<file path="config.mk">
export PLATFORM = sky130hd
export DESIGN_NAME = chunked_body_stream_decoder_unit
export DESIGN_NICKNAME = d
export VERILOG_FILES = /design/src/rtl/chbd_pkg.sv /design/src/rtl/chbd_decoder.sv /design/src/rtl/chbd_out_stage.sv /design/src/rtl/chunked_body_stream_decoder_unit.sv
export SDC_FILE = /design/constraint.sdc
export NUM_CORES = 1
export LEC_CHECK = 0
export BUFFER_PORTS_ARGS = -buffer_cell sky130_fd_sc_hd__clkbuf_2
export CORE_MARGIN = 2
export CORE_UTILIZATION = 51
export DETAILED_ROUTE_END_ITERATION = 12
export PLACE_DENSITY = 0.7
export SYNTH_ARGS = -nofsm -noshare
export SYNTH_HDL_FRONTEND = slang
export SYNTH_HIERARCHICAL = 1
export SYNTH_SLANG_ARGS = --single-unit
export TNS_END_PERCENT = 10
</file>
<file path="constraint.sdc">
create_clock -name aclk -period 6.1 [get_ports aclk]
set_input_delay 0 -clock aclk [delete_from_list [all_inputs] [get_ports aclk]]
set_output_delay 0 -clock aclk [all_outputs]
set_load 0.05 [all_outputs]
</file>
<file path="src/rtl/chbd_pkg.sv">
// Shared types, character codes and helpers for the chunked body decoder.
package chbd_pkg;

    // Parameter defaults
    localparam int LINE_LIMIT_DEF = 1024;
    localparam int SIZE_BITS_DEF  = 32;

    // Fixed field widths
    localparam int BYTE_W   = 8;
    localparam int BODY_W   = 32;
    localparam int CLEN_W   = 32;
    localparam int STATUS_W = 3;

    // Character codes
    localparam logic [7:0] CH_CR    = 8'h0D;
    localparam logic [7:0] CH_LF    = 8'h0A;
    localparam logic [7:0] CH_SEMI  = 8'h3B;
    localparam logic [7:0] CH_0     = 8'h30;
    localparam logic [7:0] CH_9     = 8'h39;
    localparam logic [7:0] CH_A_LO  = 8'h61;
    localparam logic [7:0] CH_F_LO  = 8'h66;
    localparam logic [7:0] CH_A_UP  = 8'h41;
    localparam logic [7:0] CH_F_UP  = 8'h46;
    localparam logic [7:0] HEX_TEN  = 8'd10;

    // Input operation codes
    localparam logic OP_BYTE    = 1'b0;
    localparam logic OP_RESTART = 1'b1;

    typedef enum logic [2:0] {
        PH_SIZE,
        PH_DATA,
        PH_DATA_CRLF,
        PH_TRAILER,
        PH_DONE
    } phase_t;

    typedef enum logic [STATUS_W-1:0] {
        ST_OK,
        ST_COMPLETE,
        ST_REFUSED,
        ST_FORMAT,
        ST_LENGTH,
        ST_SYNTAX,
        ST_LARGE,
        ST_HALTED
    } status_t;

    // One result item
    typedef struct packed {
        status_t            status;
        logic [CLEN_W-1:0]  chunk_length;
        logic               size_ready;
        logic               chunk_end;
        logic               payload_valid;
        logic [BYTE_W-1:0]  payload_byte;
    } result_t;

    // Decode one hex character: bit 4 set when valid, low nibble is the value
    function automatic logic [4:0] hex_digit(input logic [7:0] c);
        logic [4:0] r;
        logic [7:0] t;
        begin
            r = '0;
            t = '0;
            if (c >= CH_0 && c <= CH_9) begin
                r = {1'b1, c[3:0]};
            end else if (c >= CH_A_LO && c <= CH_F_LO) begin
                t = c - CH_A_LO + HEX_TEN;
                r = {1'b1, t[3:0]};
            end else if (c >= CH_A_UP && c <= CH_F_UP) begin
                t = c - CH_A_UP + HEX_TEN;
                r = {1'b1, t[3:0]};
            end
            return r;
        end
    endfunction

endpackage

</file>
<file path="src/rtl/chbd_decoder.sv">
// Parser state, limit register and per-byte decode logic.
module chbd_decoder
    import chbd_pkg::*;
#(
    parameter int LINE_LIMIT = LINE_LIMIT_DEF,
    parameter int SIZE_BITS  = SIZE_BITS_DEF
) (
    input  logic               aclk,
    input  logic               aresetn,
    input  logic               cfg_we,
    input  logic [BODY_W-1:0]  cfg_wdata,
    input  logic               step,
    input  logic               op,
    input  logic [BYTE_W-1:0]  in_byte,
    output result_t            res
);

    localparam int LW   = $clog2(LINE_LIMIT + 1);
    localparam int WIDE = (SIZE_BITS > BODY_W) ? SIZE_BITS : BODY_W;

    logic [BODY_W-1:0]    max_body_reg;
    phase_t               phase_reg, phase_next;
    logic                 pending_cr_reg, pending_cr_next;
    logic [LW-1:0]        line_len_reg, line_len_next;
    logic [SIZE_BITS-1:0] acc_reg, acc_next;
    logic                 digit_reg, digit_next;
    logic                 in_ext_reg, in_ext_next;
    logic                 bad_char_reg, bad_char_next;
    logic                 overflow_reg, overflow_next;
    logic [SIZE_BITS-1:0] left_reg, left_next;
    logic [BODY_W-1:0]    body_reg, body_next;
    status_t              sticky_reg, sticky_next;

    logic [4:0]           hex;
    logic [SIZE_BITS-1:0] left_dec;
    logic [WIDE-1:0]      size_w;
    logic [WIDE-1:0]      lim_w;
    logic [WIDE-1:0]      body_w;
    logic                 too_large;

    assign hex    = hex_digit(in_byte);
    assign size_w = WIDE'(acc_reg);
    assign lim_w  = WIDE'(max_body_reg);
    assign body_w = WIDE'(body_reg);
    assign left_dec = (left_reg != '0) ? left_reg - 1'b1 : left_reg;

    // Limit check against total payload so far
    assign too_large = (max_body_reg != '0) &&
                       ((body_w > lim_w) || (size_w > lim_w - body_w));

    // Next state and result for the byte at the input
    always_comb begin
        phase_next      = phase_reg;
        pending_cr_next = pending_cr_reg;
        line_len_next   = line_len_reg;
        acc_next        = acc_reg;
        digit_next      = digit_reg;
        in_ext_next     = in_ext_reg;
        bad_char_next   = bad_char_reg;
        overflow_next   = overflow_reg;
        left_next       = left_reg;
        body_next       = body_reg;
        sticky_next     = sticky_reg;
        res             = '0;
        res.status      = ST_OK;

        if (op == OP_RESTART) begin
            phase_next      = PH_SIZE;
            pending_cr_next = 1'b0;
            line_len_next   = '0;
            acc_next        = '0;
            digit_next      = 1'b0;
            in_ext_next     = 1'b0;
            bad_char_next   = 1'b0;
            overflow_next   = 1'b0;
            left_next       = '0;
            body_next       = '0;
            sticky_next     = ST_OK;
        end else if (sticky_reg != ST_OK) begin
            res.status = ST_HALTED;
        end else if (phase_reg == PH_DONE) begin
            res.status = ST_REFUSED;
        end else if (phase_reg == PH_DATA) begin
            // Pass payload through and count it down
            res.payload_byte  = in_byte;
            res.payload_valid = 1'b1;
            if (body_reg != '1) begin
                body_next = body_reg + 1'b1;
            end
            left_next = left_dec;
            if (left_dec == '0) begin
                res.chunk_end   = 1'b1;
                phase_next      = PH_DATA_CRLF;
                pending_cr_next = 1'b0;
            end
        end else if (phase_reg == PH_DATA_CRLF) begin
            // Expect CR LF after the payload
            if (!pending_cr_reg) begin
                if (in_byte != CH_CR) begin
                    res.status = ST_FORMAT;
                end else begin
                    pending_cr_next = 1'b1;
                end
            end else if (in_byte != CH_LF) begin
                res.status = ST_FORMAT;
            end else begin
                pending_cr_next = 1'b0;
                line_len_next   = '0;
                acc_next        = '0;
                digit_next      = 1'b0;
                in_ext_next     = 1'b0;
                bad_char_next   = 1'b0;
                overflow_next   = 1'b0;
                left_next       = '0;
                phase_next      = PH_SIZE;
            end
        end else if (pending_cr_reg) begin
            // Close a size or trailer line
            pending_cr_next = 1'b0;
            if (in_byte != CH_LF) begin
                res.status = ST_FORMAT;
            end else if (phase_reg == PH_TRAILER) begin
                if (line_len_reg != '0) begin
                    res.status = ST_FORMAT;
                end else begin
                    phase_next = PH_DONE;
                    res.status = ST_COMPLETE;
                end
            end else if (!digit_reg) begin
                res.status = ST_SYNTAX;
            end else if (overflow_reg) begin
                res.status = ST_LENGTH;
            end else if (bad_char_reg) begin
                res.status = ST_SYNTAX;
            end else if ((acc_reg != '0) && too_large) begin
                res.status = ST_LARGE;
            end else begin
                res.size_ready   = 1'b1;
                res.chunk_length = size_w[CLEN_W-1:0];
                line_len_next    = '0;
                acc_next         = '0;
                digit_next       = 1'b0;
                in_ext_next      = 1'b0;
                bad_char_next    = 1'b0;
                overflow_next    = 1'b0;
                left_next        = acc_reg;
                phase_next       = (acc_reg == '0) ? PH_TRAILER : PH_DATA;
            end
        end else if (in_byte == CH_CR) begin
            pending_cr_next = 1'b1;
        end else if (in_byte == CH_LF) begin
            res.status = ST_FORMAT;
        end else if (line_len_reg >= LW'(LINE_LIMIT)) begin
            res.status = ST_LENGTH;
        end else begin
            // Count the line and accumulate size digits
            line_len_next = line_len_reg + 1'b1;
            if (phase_reg == PH_SIZE && !in_ext_reg) begin
                if (in_byte == CH_SEMI) begin
                    in_ext_next = 1'b1;
                end else begin
                    digit_next = 1'b1;
                    if (!bad_char_reg && !overflow_reg) begin
                        if (!hex[4]) begin
                            bad_char_next = 1'b1;
                        end else if (acc_reg[SIZE_BITS-1 -: 4] != '0) begin
                            overflow_next = 1'b1;
                        end else begin
                            acc_next = {acc_reg[SIZE_BITS-5:0], hex[3:0]};
                        end
                    end
                end
            end
        end

        // Latch the first framing fault
        if (res.status == ST_FORMAT || res.status == ST_LENGTH ||
            res.status == ST_SYNTAX || res.status == ST_LARGE) begin
            sticky_next = res.status;
        end
    end

    // Limit register
    always_ff @(posedge aclk) begin
        if (!aresetn) begin
            max_body_reg <= '0;
        end else if (cfg_we) begin
            max_body_reg <= cfg_wdata;
        end
    end

    // Parser state, advanced once per accepted transfer
    always_ff @(posedge aclk) begin
        if (!aresetn) begin
            phase_reg      <= PH_SIZE;
            pending_cr_reg <= 1'b0;
            line_len_reg   <= '0;
            acc_reg        <= '0;
            digit_reg      <= 1'b0;
            in_ext_reg     <= 1'b0;
            bad_char_reg   <= 1'b0;
            overflow_reg   <= 1'b0;
            left_reg       <= '0;
            body_reg       <= '0;
            sticky_reg     <= ST_OK;
        end else if (step) begin
            phase_reg      <= phase_next;
            pending_cr_reg <= pending_cr_next;
            line_len_reg   <= line_len_next;
            acc_reg        <= acc_next;
            digit_reg      <= digit_next;
            in_ext_reg     <= in_ext_next;
            bad_char_reg   <= bad_char_next;
            overflow_reg   <= overflow_next;
            left_reg       <= left_next;
            body_reg       <= body_next;
            sticky_reg     <= sticky_next;
        end
    end

endmodule

</file>
<file path="src/rtl/chbd_out_stage.sv">
// Result register with valid/ready handshake toward the output stream.
module chbd_out_stage
    import chbd_pkg::*;
(
    input  logic    aclk,
    input  logic    aresetn,
    input  logic    load,
    input  result_t res_in,
    input  logic    out_ready,
    output logic    in_ready,
    output logic    out_valid,
    output result_t res_out
);

    logic    valid_reg, valid_next;
    result_t res_reg;

    // Free when empty or draining this cycle
    assign in_ready  = !valid_reg || out_ready;
    assign out_valid = valid_reg;
    assign res_out   = res_reg;

    always_comb begin
        valid_next = valid_reg;
        if (load) begin
            valid_next = 1'b1;
        end else if (out_ready) begin
            valid_next = 1'b0;
        end
    end

    // Hold valid flag
    always_ff @(posedge aclk) begin
        if (!aresetn) begin
            valid_reg <= 1'b0;
        end else begin
            valid_reg <= valid_next;
        end
    end

    // Capture result payload
    always_ff @(posedge aclk) begin
        if (load) begin
            res_reg <= res_in;
        end
    end

endmodule

</file>
<file path="src/rtl/chunked_body_stream_decoder_unit.sv">
// Each input transfer gives its result on m_tvalid in the next cycle.
// Throughput: one byte per cycle; s_tready drops only while the result
// register is full and m_tready is low.
// Each byte is decoded by combinational logic between the parser state and
// the result register. Synchronous active-low reset clears the parser state,
// sticky error, body count, the body size limit and the result valid flag.
module chunked_body_stream_decoder_unit
    import chbd_pkg::*;
#(
    parameter int LINE_LIMIT = LINE_LIMIT_DEF,
    parameter int SIZE_BITS  = SIZE_BITS_DEF
) (
    input  logic               aclk,
    input  logic               aresetn,
    // Configuration: body size limit
    input  logic               cfg_we,
    input  logic [BODY_W-1:0]  cfg_wdata,
    // Input stream
    input  logic               s_tvalid,
    output logic               s_tready,
    input  logic [7:0]         s_tdata,   // [7:0] in_byte
    input  logic               s_tuser,   // [0] operation
    // Result stream
    output logic               m_tvalid,
    input  logic               m_tready,
    output logic [47:0]        m_tdata,   // [7:0] payload_byte, [39:8] chunk_length,
                                          // [42:40] status, [47:43] zero
    output logic [1:0]         m_tuser,   // [0] payload_valid, [1] size_ready
    output logic               m_tlast    // chunk_end
);

    logic    s_accept;
    result_t dec_res;
    result_t out_res;

    assign s_accept = s_tvalid && s_tready;

    chbd_decoder #(
        .LINE_LIMIT (LINE_LIMIT),
        .SIZE_BITS  (SIZE_BITS)
    ) u_decoder (
        .aclk      (aclk),
        .aresetn   (aresetn),
        .cfg_we    (cfg_we),
        .cfg_wdata (cfg_wdata),
        .step      (s_accept),
        .op        (s_tuser),
        .in_byte   (s_tdata),
        .res       (dec_res)
    );

    chbd_out_stage u_out (
        .aclk      (aclk),
        .aresetn   (aresetn),
        .load      (s_accept),
        .res_in    (dec_res),
        .out_ready (m_tready),
        .in_ready  (s_tready),
        .out_valid (m_tvalid),
        .res_out   (out_res)
    );

    // Pack result fields onto the stream
    assign m_tdata = {5'b0, out_res.status, out_res.chunk_length, out_res.payload_byte};
    assign m_tuser = {out_res.size_ready, out_res.payload_valid};
    assign m_tlast = out_res.chunk_end;

`ifndef ASSERT_OFF
    // A restart gives an all-zero result in the next cycle
    a_restart_clear: assert property (@(posedge aclk) disable iff (!aresetn)
        s_accept && s_tuser == OP_RESTART |=> m_tvalid && out_res == '0)
        else $error("restart result not cleared");

    // Payload and size results carry status ok
    a_flags_ok: assert property (@(posedge aclk) disable iff (!aresetn)
        m_tvalid && (out_res.payload_valid || out_res.size_ready) |->
            out_res.status == ST_OK)
        else $error("flagged result with non-ok status");

    // Payload and size line never complete on the same byte; chunk_end comes only with payload
    a_flags_excl: assert property (@(posedge aclk) disable iff (!aresetn)
        m_tvalid |-> !(out_res.payload_valid && out_res.size_ready) &&
            (!out_res.chunk_end || out_res.payload_valid))
        else $error("inconsistent result flags");

    // Every accepted byte shows up as a result next cycle
    a_accept_valid: assert property (@(posedge aclk) disable iff (!aresetn)
        s_accept |=> m_tvalid)
        else $error("accepted transfer produced no result");
`endif

endmodule

</file>
==> results_dict.tcl, run 1 <==
set metrics [dict create \
    ys_seq_area_share_pct 36.4 \
    clkTransAtPathRegs_ps 80 \
    finalSetupViolCount 0 \
    yosys_warnings 6 \
    syn_area_per_cell_sq_um 8.40 \
    cts_made_buffers 17 \
    coreArea_sq_um 23400 \
    timing.fmax_ghz 0.177 \
    fin_util_pct 59.3 \
    cts_buffer_depth 2 \
    cts_max_level 4 \
    critPathLaunchType "register" \
    synth_edf_count 46 \
    portBuffers 93 \
    power_switching_mw 1.03 \
    setup_tns_ps 0 \
    grt_pass1_vias 10500 \
    slew_violations 0 \
    pwr-share-seq_pct 42.9 \
    drt_wl_total_mm 33.8 \
    finalClockSkew_ps 11.0 \
    routabilityCongestion 0.943 \
    p_leak_nw 5.48 \
    n_antenna_cell 0 \
    setup_ws_ps 445 \
    synth_flop_cell "dfxtp_1" \
    start_util_pct 51.7 \
    period_share_pct 92.7 \
    synth_top_cell_by_area "dfxtp_1" \
    die-area_sq_um 25000 \
    postSynthRegisterBits 197 \
    yosys.area.top_type_share_pct 25.0 \
    clock_sinks 197 \
    grt_usage_pct 27.3 \
    maxCapViolCount 0 \
    critical_path_class "reg2reg" \
    clkPwrFrac_pct 36.1 \
    hold_class "in2reg" \
    internal_power_mw 2.21 \
    num_vias 11200 \
    drive_gt1_share_pct 11.3 \
    worstMarginPinSlew_ps 1110 \
    viasPerCell 5.97 \
    grt_max_degree 65 \
    area_growth_pct 14.6 \
    swShare_pct 31.9 \
    hold_viol_final 0 \
    power_density_nw_per_um2 234 \
    fin_crit_ps 5660 \
    die_h_um 158 \
    drt_iter0_markers 995 \
    nNetsFinal 1657 \
    grt.overflow.total 0 \
    ant_nets 0 \
    end_kind "register" \
    syn_inst 1441 \
    ctsRootBufferMaster "clkbuf_16" \
    largest_reg_flops 46 \
    hpwlAfterDp_mm 23.7 \
    combPwrFrac_pct 21.0 \
    netlist_area_sq_um 12100 \
    row_count 56 \
    slew_headroom_pct 25.8 \
    first_pass_iters 6 \
    critPathRequiredTime_ps 6460 \
    drc 0 \
    antenna_found_initial 0 \
    postCtsSetupBuffers 0 \
    critPathMaxFanout 29 \
    grt_pass1_wl_mm 54.0 \
    io_pins 99 \
    wl_per_cell_um 18.1 \
    ys_types 84 \
    async_flop_share_pct 0 \
    synth_area_leaders "dfxtp_1 25%, edfxtp_1 11%, ha_1 7.4%, xnor2_1 4.3%, nor2_1 4.2%" \
    cts_tree "done" \
    rsz0062_at_grt "no" \
    crit_arrival_ps 6010 \
    die_w_um 158 \
    status "finished, final reports clean" \
    ir_drop_mv 0.193 \
    clk_latency_ps 440 \
    post-place-ws_ps 271 \
]
## cell usage after synthesis (all sizes together), types with 30 or more instances
cell      n
edfxtp   46
o21ai    70
inv      65
nor4     41
dfxtp   151
nand3    85
and2     46
a21oi    91
clkbuf   58
mux2i    37
ha       72
xnor2    59
nand2   117
nor3     30
nor2    135
## worst max-delay path, cell delays in order (launching register included)
cell      delay, ps
dfxtp_1         420
inv_1            80
ha_1            210
fa_1            410
nand2b_1        180
a21o_1          200
a211o_1         310
nand2_1         120
a41o_1          220
a21oi_1          70
nand2b_1        180
a21o_1          210
a311oi_1        450
ha_1            330
o21ai_0         160
o21bai_1         90
a21oi_1         170
nor3_1           80
o31a_1          320
a211oi_2        190
buf_4           230
o31ai_4         110
buf_12          190
or4_1           400
a41oi_1         220
## logic make-up after synthesis
group	synth area share [%]
simple gates	24.8
compound gates	17.6
flops	36.4
buf+inv	4.75
xor+xnor	5.79
fa+ha+maj	7.60
mux	3.06
other cells	0.0310
## cell type report
| class | instances | area (sq um) |
|---|---|---|
| inverter | 65 | 244 |
| clock buffer | 17 | 425 |
| tap | 319 | 399 |
| sequential | 197 | 4400 |
| multi-input combinational | 1106 | 7190 |
| clock inverter | 15 | 186 |
| timing repair buffer | 151 | 1040 |
| fill | 2084 | 9520 |
## power by group through the flow
| stage | clock network, mW | logic [mW] | registers, mW |
|---|---|---|---|
| global placement | 0 | 0.634 | 1.42 |
| global route | 1.24 | 0.747 | 1.40 |
| CTS | 1.19 | 0.668 | 1.39 |
| floorplan | 0 | 0.438 | 1.47 |
| finish | 1.17 | 0.683 | 1.39 |
| detailed placement | 0 | 0.644 | 1.42 |
## metal layers
layer | global-route usage (%) | routed length (um) | up-vias
met2 | 46.0 | 15700 | 409
met4 | 9.70 | 1050 | 0
met5 | 0 | 0 | -
met1 | 35.7 | 15000 | 5250
li1 | - | - | 5427
met3 | 3.94 | 2030 | 71
## repair_timing
action,4_1_cts,5_1_grt
hold buffers,39,0
resized for setup,0,3
endpoints found under the hold margin,41,0
endpoints found under the setup margin,0,85
## cells in the final DEF, fill, tap and decap left out, drive strengths merged, types with 6 or more instances in the layout
cell / n
xor2: 21
mux2i: 37
inv: 72
and4: 6
buf: 19
or2: 8
nand2: 117
nor2b: 9
clkbuf: 110
edfxtp: 46
dlygate4sd3: 39
nor4: 41
or3: 25
a211oi: 8
dfxtp: 151
a21oi: 91
nor2: 135
nand2b: 20
nand4: 26
o21a: 12
and2: 46
or4: 18
o31ai: 16
o32ai: 6
a22oi: 17
nor3: 30
ha: 72
o211ai: 15
a21o: 17
and3: 7
o21ai: 70
nand3: 85
xnor2: 59
o21bai: 11
## worst paths after layout
check | from | end | slack (ps) | depth (start not counted)
setup / recovery | u_decoder/lim_w[0] | u_decoder/left_reg[5] | 440 | 24
hold / removal | s_tdata[1] | u_out/res_out[1] | 20 | 3
setup reg to reg | u_decoder/lim_w[0] | u_decoder/left_reg[5] | 440 | 24
hold reg to reg | u_decoder/in_ext_reg | u_decoder/in_ext_reg | 480 | 1
## metrics by stage
stage                     instances  total power [mW]  hold WS (ps)  instance area [sq um]
after floorplan                1445              1.91           147                  12100
after detailed placement       1799              2.07           244                  12900
after CTS                      1870              3.25          5.99                  13900
after global routing           1870              3.38          29.2                  13900
final                          1870              3.25          24.7                  13900
after global placement         1799              2.06           235                  12900
Power figures use the tool's default switching activity.
==> run 2: changes to the inputs <==
--- a/config.mk
+++ b/config.mk
@@ -7,9 +7,8 @@
 export LEC_CHECK = 0
 export BUFFER_PORTS_ARGS = -buffer_cell sky130_fd_sc_hd__clkbuf_2
 export CORE_MARGIN = 2
-export CORE_UTILIZATION = 51
+export CORE_UTILIZATION = 33
 export DETAILED_ROUTE_END_ITERATION = 12
-export PLACE_DENSITY = 0.7
 export SYNTH_ARGS = -nofsm -noshare
 export SYNTH_HDL_FRONTEND = slang
 export SYNTH_HIERARCHICAL = 1
==> results_dict.tcl, run 2 (synthesis results as in run 1) <==
set metrics [dict create \
    nNetsFinal 1661 \
    post-place-ws_ps 182 \
    regToRegEndpoint "u_out/res_out[15]" \
    row_count 70 \
    grt_pass1_wl_mm 57.0 \
    finalSetupViolCount 0 \
    n_antenna_cell 0 \
    ant_nets 0 \
    timing.fmax_ghz 0.178 \
    grt_pass1_vias 10100 \
    critPathLaunchType "register" \
    whs_ps 44.8 \
    fill_cells 3686 \
    portBuffers 93 \
    drt_iter0_markers 844 \
    fin_crit_ps 5610 \
    first_pass_iters 5 \
    drive_gt1_share_pct 11.5 \
    dpl_cell_area_sq_um 13100 \
    critical_path_class "reg2reg" \
    grt_usage_pct 18.7 \
    cts_max_level 4 \
    p_leak_nw 5.52 \
    mostFrequentLayoutCells "150 x dfxtp_1, 134 x nor2_1, 117 x nand2_1" \
    postCtsSetupBuffers 0 \
    postLayoutCellArea_sq_um 14100 \
    die_w_um 196 \
    coreArea_sq_um 36300 \
    num_vias 11000 \
    finalPower_mw 3.30 \
    crit_path_start "u_decoder/lim_w[0]" \
    wl_per_cell_um 17.5 \
    grt_max_degree 69 \
    start_util_pct 33.3 \
    viasPerCell 5.46 \
    die_h_um 196 \
    finalClockSkew_ps 17.4 \
    rsz0062_at_grt "no" \
    setup_tns_ps 0 \
    status "finished, final reports clean" \
    crit_arrival_ps 5920 \
    critPathMaxFanout 18 \
    ir_drop_mv 0.207 \
    maxCapViolCount 0 \
    antenna_found_initial 0 \
    ctsRootBufferMaster "clkbuf_16" \
    cts_tree "done" \
    cts_made_buffers 17 \
    io_pins 99 \
    clock_sinks 197 \
    endpoint "u_out/res_out[15]" \
    r2r-start "u_decoder/lim_w[0]" \
    worstMarginPinSlew_ps 1310 \
    largest_reg_flops 46 \
    cts_buffer_depth 2 \
    slew_headroom_pct 12.3 \
    setup_ws_ps 489 \
    critPathRequiredTime_ps 6410 \
    hold_viol_final 0 \
    ff2ff_path_depth 23 \
    end_kind "register" \
    clkTransAtPathRegs_ps 80 \
    hold_class "in2reg" \
    hpwlAfterDp_mm 26.0 \
    power_density_nw_per_um2 234 \
    period_share_pct 92.0 \
    final_common_cell "dfxtp_1" \
    drt_wl_total_mm 35.4 \
    slew_violations 0 \
    die-area_sq_um 38200 \
    routabilityCongestion 0.908 \
    clk_latency_ps 450 \
    r2r_setup_slack_ps 490 \
    drc 0 \
    grt.overflow.total 0 \
    area_growth_pct 16.6 \
]
[run 2: cell types whose count changed in the layout (fill, tap and decap cells not counted), moves of 2 or more]
| cell | previous run | this run |
|---|---|---|
| buf_4 | 16 | 19 |
| bufinv_16 | 1 | 3 |
| clkbuf_1 | 0 | 2 |
| clkinv_2 | 0 | 2 |
| clkinv_4 | 0 | 2 |
| clkinv_8 | 4 | 1 |
| clkinvlp_4 | 3 | 0 |
| dlygate4sd3_1 | 39 | 41 |
| inv_8 | 3 | 0 |
[run 2: layout make-up]
| type | instances | area, sq um | share of cell area (%) |
|---|---|---|---|
| Clock inverter | 12 | 169 | 1.20 |
| Sequential cell | 197 | 4410 | 31.2 |
| Clock buffer | 20 | 458 | 3.24 |
| Tap cell | 468 | 586 | 4.15 |
| Inverter | 65 | 244 | 1.73 |
| Multi-Input combinational cell | 1106 | 7200 | 51.0 |
| Timing Repair Buffer | 155 | 1060 | 7.50 |
[run 2: power by group]
| part | internal [mW] | switching, mW | total (mW) |
|---|---|---|---|
| sequential | 1.37 | 0.0271 | 1.39 |
| combinational | 0.258 | 0.429 | 0.687 |
| clock | 0.679 | 0.538 | 1.22 |
| total | 2.30 | 0.994 | 3.30 |
[run 2: worst min-delay path by stage]
| stage | start | end | slack (ps) | cells past startpoint |
|---|---|---|---|---|
| CTS | s_tdata[0] | u_decoder/acc_reg[0] | 20 | 4 |
| global route | s_tdata[0] | u_out/res_out[0] | 80 | 3 |
| detailed placement | cfg_wdata[11] | u_decoder/lim_w[11] | 240 | 3 |
| floorplan | cfg_wdata[22] | u_decoder/lim_w[22] | 150 | 2 |
| global placement | cfg_wdata[12] | u_decoder/lim_w[12] | 240 | 3 |
| finish | s_tdata[0] | u_decoder/acc_reg[0] | 40 | 4 |
[run 2: through the flow]
stage                     cells  util [%]
after floorplan            1445         -
after global placement     1950      35.9
after detailed placement   1950      35.9
after CTS                  2023      38.8
after global routing       2023      38.8
final                      2023      38.8
[run 2: metal layers]
layer	GRT usage [%]	vias up	wire [um]
met2	29.6	296	16300
met1	26.5	5277	16800
met3	2.85	32	1690
li1	-	5432	-
met4	4.50	0	571
met5	0	-	0
[run 2: critical path, cell delays in order (launching register included)]
cell      delay [ps]
dfxtp_1          430
inv_1             80
ha_1             220
fa_1             410
nand2b_1         180
a21o_1           200
a211o_1          310
a21oi_2          210
o21ai_0          110
a21boi_0         240
o21a_1           190
nand3_1           80
o311a_1          140
ha_1             300
nand4_1          160
nor4_2           370
nand4_1          170
o21ba_2          240
o31a_1           120
a21oi_1          410
nand2_1          130
nor4_2           340
buf_4            270
and2_1           160
[run 2: timing repair]
item                                   in CTS  in global routing
gates resized for setup                     0                  6
endpoints found under the hold margin      42                  0
hold buffers                               41                  0
setup endpoints to repair                   0                115
